[src/rtl/core/pump_runtime_window_log_unit_assert.svh]
// assertion macros for the pump runtime window log unit
`ifndef PUMP_RUNTIME_WINDOW_LOG_UNIT_ASSERT_SVH
`define PUMP_RUNTIME_WINDOW_LOG_UNIT_ASSERT_SVH

// same-cycle implication, sampled on clk, off while arst_n is low
`define PRWL_ASSERT_NOW(label, ante, cons, msg) \
	label: assert property (@(posedge clk) disable iff (!arst_n) (ante) |-> (cons)) \
		else $error(msg);

// next-cycle implication, sampled on clk, off while arst_n is low
`define PRWL_ASSERT_NEXT(label, ante, cons, msg) \
	label: assert property (@(posedge clk) disable iff (!arst_n) (ante) |=> (cons)) \
		else $error(msg);

`endif

[src/rtl/core/prwl_pkg.sv]
// shared types and constants of the pump runtime window log unit
package prwl_pkg;

	localparam int unsigned DATA_W          = 32;
	localparam int unsigned LOG_ENTRIES_DEF = 128;
	localparam int unsigned CFG_IDX_W       = 2;

	localparam logic [DATA_W-1:0] SHORT_WINDOW_RST = 32'd86400000;
	localparam logic [DATA_W-1:0] LONG_WINDOW_RST  = 32'd604800000;

	// configuration register indexes
	localparam logic [CFG_IDX_W-1:0] CFG_SHORT_WINDOW = 2'd0;
	localparam logic [CFG_IDX_W-1:0] CFG_LONG_WINDOW  = 2'd1;

	typedef enum logic [2:0] {
		ST_IDLE,
		ST_WRITE,
		ST_SCAN,
		ST_DRAIN,
		ST_DONE
	} prwl_state_t;

	// controller to datapath
	typedef struct packed {
		logic load;
		logic write;
		logic scan_start;
		logic scan_step;
		logic result_load;
	} prwl_cmd_t;

	// datapath to controller
	typedef struct packed {
		logic scan_last;
		logic pipe_busy;
		logic out_free;
	} prwl_stat_t;

endpackage

[src/rtl/core/prwl_ctrl.sv]
// controller state machine: accept, log write, scan, drain, result hand-off
module prwl_ctrl
	import prwl_pkg::*;
(
	input  logic       clk,
	input  logic       arst_n,
	input  logic       in_valid,
	output logic       in_stall,
	input  prwl_stat_t stat,
	output prwl_cmd_t  cmd
);

	prwl_state_t state_q;
	prwl_state_t state_nxt;

	// state register
	always_ff @(posedge clk or negedge arst_n) begin
		if (!arst_n) begin
			state_q <= ST_IDLE;
		end else begin
			state_q <= state_nxt;
		end
	end

	// next state
	always_comb begin
		state_nxt = state_q;
		case (state_q)
			ST_IDLE: begin
				if (in_valid) state_nxt = ST_WRITE;
			end
			ST_WRITE: begin
				state_nxt = ST_SCAN;
			end
			ST_SCAN: begin
				if (stat.scan_last) state_nxt = ST_DRAIN;
			end
			ST_DRAIN: begin
				if (!stat.pipe_busy) state_nxt = ST_DONE;
			end
			ST_DONE: begin
				if (stat.out_free) state_nxt = ST_IDLE;
			end
			default: begin
				state_nxt = ST_IDLE;
			end
		endcase
	end

	// command outputs
	always_comb begin
		cmd             = '0;
		in_stall        = 1'b1;
		case (state_q)
			ST_IDLE: begin
				in_stall = 1'b0;
				cmd.load = in_valid;
			end
			ST_WRITE: begin
				cmd.write      = 1'b1;
				cmd.scan_start = 1'b1;
			end
			ST_SCAN: begin
				cmd.scan_step = 1'b1;
			end
			ST_DRAIN: begin
				cmd = '0;
			end
			ST_DONE: begin
				cmd.result_load = stat.out_free;
			end
			default: begin
				cmd = '0;
			end
		endcase
	end

endmodule

[config.mk]
export PLATFORM = sky130hd
export DESIGN_NAME = prwl_ctrl
export DESIGN_NICKNAME = d
export VERILOG_FILES = /design/src/rtl/core/pump_runtime_window_log_unit_assert.svh /design/src/rtl/core/prwl_pkg.sv /design/src/rtl/core/prwl_ctrl.sv
export SDC_FILE = /design/constraint.sdc
export NUM_CORES = 1
export LEC_CHECK = 0
export ABC_AREA = 1
export BUFFER_PORTS_ARGS = -buffer_cell sky130_fd_sc_hd__clkbuf_2
export CAP_MARGIN = 5
export CELL_PAD_IN_SITES_DETAIL_PLACEMENT = 1
export CELL_PAD_IN_SITES_GLOBAL_PLACEMENT = 1
export CORE_AREA = 2 2 39 41
export DETAILED_ROUTE_END_ITERATION = 16
export DIE_AREA = 0 0 41 43
export MAX_ROUTING_LAYER = met4
export PLACE_DENSITY_LB_ADDON = 0.1
export SYNTH_ARGS = -nofsm -noshare
export SYNTH_HDL_FRONTEND = slang
export SYNTH_SLANG_ARGS = --single-unit
[constraint.sdc]
create_clock -name clk -period 1.3 [get_ports clk]
set_input_delay 0.26 -clock clk [delete_from_list [all_inputs] [get_ports clk]]
set_output_delay 0.26 -clock clk [all_outputs]
set_load 0.05 [all_outputs]
======== Word-level counts from Yosys, hierarchy flattened ========
Cells that the tools add are included.
word-level totals
  register bits ........................... 3
  logic and storage cells ................. 21
cells by class
  eq/ne operators ......................... 8
  mux-type cells .......................... 10
  reductions and logical operators ........ 2
operator list
  kind                  count
  $pmux W3 S5           1
  $mux W3               4
  $ne A2 B2 Y1 const B  4
  $eq A3 B2 Y1 const B  2
  $mux W1               4
  $reduce_and A4 Y1     1
  $eq A3 B1 Y1 const B  1
  $eq A3 B3 Y1 const B  1
  $logic_not A3 Y1      1
  $mux W2               1

======== Longest topological paths before layout ========
  depth in word-level cells ............... 3
  gate-level depth with buffers ........... 7
  gate-level depth less buffers ........... 6

======== Least setup slack after synthesis ========
No wires, ideal clock.
  path type ............................... register -> output
  from .................................... register state_q[1]
  to ...................................... output cmd[0] (netlist bit)
  path buffers ............................ 1
  cell stages (with the launch flop) ...... 3
  required time ........................... 1.040 ns
  setup slack ............................. -0.995 ns
  arrival time ............................ 2.035 ns
  cell sequence ........................... dfrtp_1 clkbuf_2 nor4_1
RTL lines
  item                      line             text
  start: declaration        prwl_ctrl.sv:13  prwl_state_t state_q;
  start signal: assignment  prwl_ctrl.sv:21  state_q <= state_nxt;
  end: declaration          prwl_ctrl.sv:10  output prwl_cmd_t cmd

==> reports/results.tsv <==
metric	value	unit
worst stage delay on the critical path	0.44	ns
routed len/inst	10.7	µm
ratio of cells with drive above 1 in the final layout	60.4	%
Post-Synthesis Cells	35	
unrepaired setup endpoints after global routing	true	
Die Width	41	µm
die area	0.00176	mm²
# IOs	12	
PortBufs	11	
GPL Wtd Cong	0.795	
register with the most flip-flops	state_q	
CP endpoint kind	output pin	
WP buf/inv	1	
syn nets	41	
failing checks	setup timing	
1st-pass router iterations	2	
top cells by count, synth	nand2_1 (11), inv_1 (6), nor2_1 (4)	
# diodes	0	
Slew @ Worst Pin	0.215	ns
total wire length	736	µm
post-synthesis sequential area ratio	34.9	%
final critical-path required period	1.45	ns
max-cap violation count	0	
initial core utilization	15.6	%
Post-Layout Inst Area	457	µm²
CP Max Fanout	3	
Post-DP Area	332	µm²
CP Launch Type	flop	
Critical Path Stages	4	
clk root buf	clkbuf_4	
Core Area	0.00138	mm²
top-area cell type share of the netlist area	34.9	%
ANT nets after route	0	
largest net degree at the start of global routing	7	
FP Rows	14	
hold depth	3	
top flop regs	state_q x3	
Hold Crit Class	in2reg	
number of synthesized flops with an enable pin	0	
Vias/cell	4.00	
leading area contributor after synthesis	dfrtp_1	
main area contributors after synthesis	dfrtp_1 (35%), nand2_1 (19%), inv_1 (10%)	
Critical Path End	cmd[4]	
final worst slack	-0.149	ns
clock buffer depth	2	
CTS Sinks	3	
cell area after synthesis	215	µm²
grt ovf	0	
Synth cell types	12	
initial antenna violation count	0	
endpoints failing setup	6	
Critical R2R Launch	state_q[2]	
clock slew at reported path FFs	0.04	ns
vias in the first global route	291	
most numerous cell in the Yosys netlist	nand2_1	
reg-to-reg endpoint	state_q[2]	
DRT iter0 DRCs	1	
WS Path Type	reg2out	
Ys Warns	0	
most used cell, CP	nor2_4	
top cell family by delay on the critical path	flip-flops	
Area growth syn-to-layout	112	%
Setup Skew	0.000877	ns
H-tree levels	1	
Syn Area/Cell	6.15	µm²
Worst Path Required	1.04	ns
Die H	43	µm
top_reg_cell synth	dfrtp_1	
Filler Cells Inserted	173	
CTS tree	yes	
via count	276	
Slew headroom	85.5	%
Worst Setup SP	state_q[2]	
synthesized flop and latch total	3	
Final period util	111	%
max reg flops	3	
DRC Markers	0	
hpwl dp	544	µm
CTS Buf Count	3	
final hold vios	0	
hold_sp	stat[1]	
nets@finish	60	
Async SR Flop Fraction	100	%
Critical-path top delay cell	dfrtp_2	
Overall Global Routing Usage	10.4	%
R2R Setup Slk	0.10	ns
cell breakdown of the critical path	nor2_4, nand2_4, nor2_4, buf_8	
R2R cell count	7	
global-route wire length before repair	1190	µm
critical path arrival	1.19	ns
status	finished, violations left	
Max Clock Freq	0.690	GHz
Clock Latency Late Sink	0.22	ns
Max Slew Vio Count	0	
## layout make-up
class	count	area, µm²	share of cell area (%)
multi-input combinational	23	149	32.6
sequential	3	78.8	17.3
tap	16	20.0	4.38
timing repair buffer	16	154	33.7
inverter	7	28.8	6.30
clock buffer	4	26.3	5.75
## metal layers
metal | global-route usage [%] | wire, µm | up-vias
met3 | 3.14 | 32 | 0
met4 | 4.00 | 0 | 0
li1 | - | - | 139
met2 | 15.9 | 435 | 8
met5 | - | 0 | -
met1 | 12.3 | 268 | 129
## how the worst min path moves through the flow
stage,endpoint
finish,state_q[0]
global route,state_q[0]
CTS,state_q[0]
detailed placement,state_q[2]
global placement,state_q[1]
floorplan,state_q[0]
## per-stage QoR
step / setup WS (ns) / utilization [%] / instances / hold WS (ns) / TNS, ns
2_1_floorplan: -0.0771 / - / 35 / -0.0356 / -0.153
3_3_place_gp: -0.00234 / 24.0 / 61 / 0.0546 / -0.00234
3_5_place_dp: -0.0191 / 24.0 / 61 / 0.0574 / -0.0197
4_1_cts: -0.160 / 31.6 / 68 / 0.324 / -0.806
5_1_grt: -0.222 / 33.0 / 69 / 0.358 / -0.896
6_report: -0.149 / 33.0 / 69 / 0.320 / -0.592
## layout by cell type (no fill, tap or decap), types with 2 or more instances in the layout
cell type	synthesis	final
buf_8	0	5
nand2_1	11	8
clkbuf_4	0	3
nor2_1	4	2
clkbuf_2	1	5
nor2_4	0	3
inv_2	1	2
nand2_2	0	2
nand3_1	3	3
buf_4	1	4
dfrtp_2	0	3
inv_1	6	4
## what timing repair did
action,CTS,global route
hold endpoints to repair,3,0
setup endpoints to repair,6,6
pin swaps,3,2
setup buffers,2,1
hold buffers,1,0
gates resized for setup,13,9
## worst register-to-register path, cell delays in order (launching register included)
cell	delay, ns
dfrtp_2	0.44
nor2_4	0.18
buf_4	0.14
nand3_1	0.06
nand2_1	0.10
nor2_2	0.06
nand2_1	0.06
nand2_1	0.05
## cells by family (layout without fill, tap and decap cells)
group / count (synthesis) / count (layout) / share of synthesized area, %
buf+inv: 9 / 27 / 18.0
flops: 3 / 3 / 34.9
simple gates: 22 / 22 / 44.8
compound gates: 1 / 1 / 2.32
Power is not shown: default switching activity piles up to over one toggle a cycle in this logic, so the estimate is an artifact.
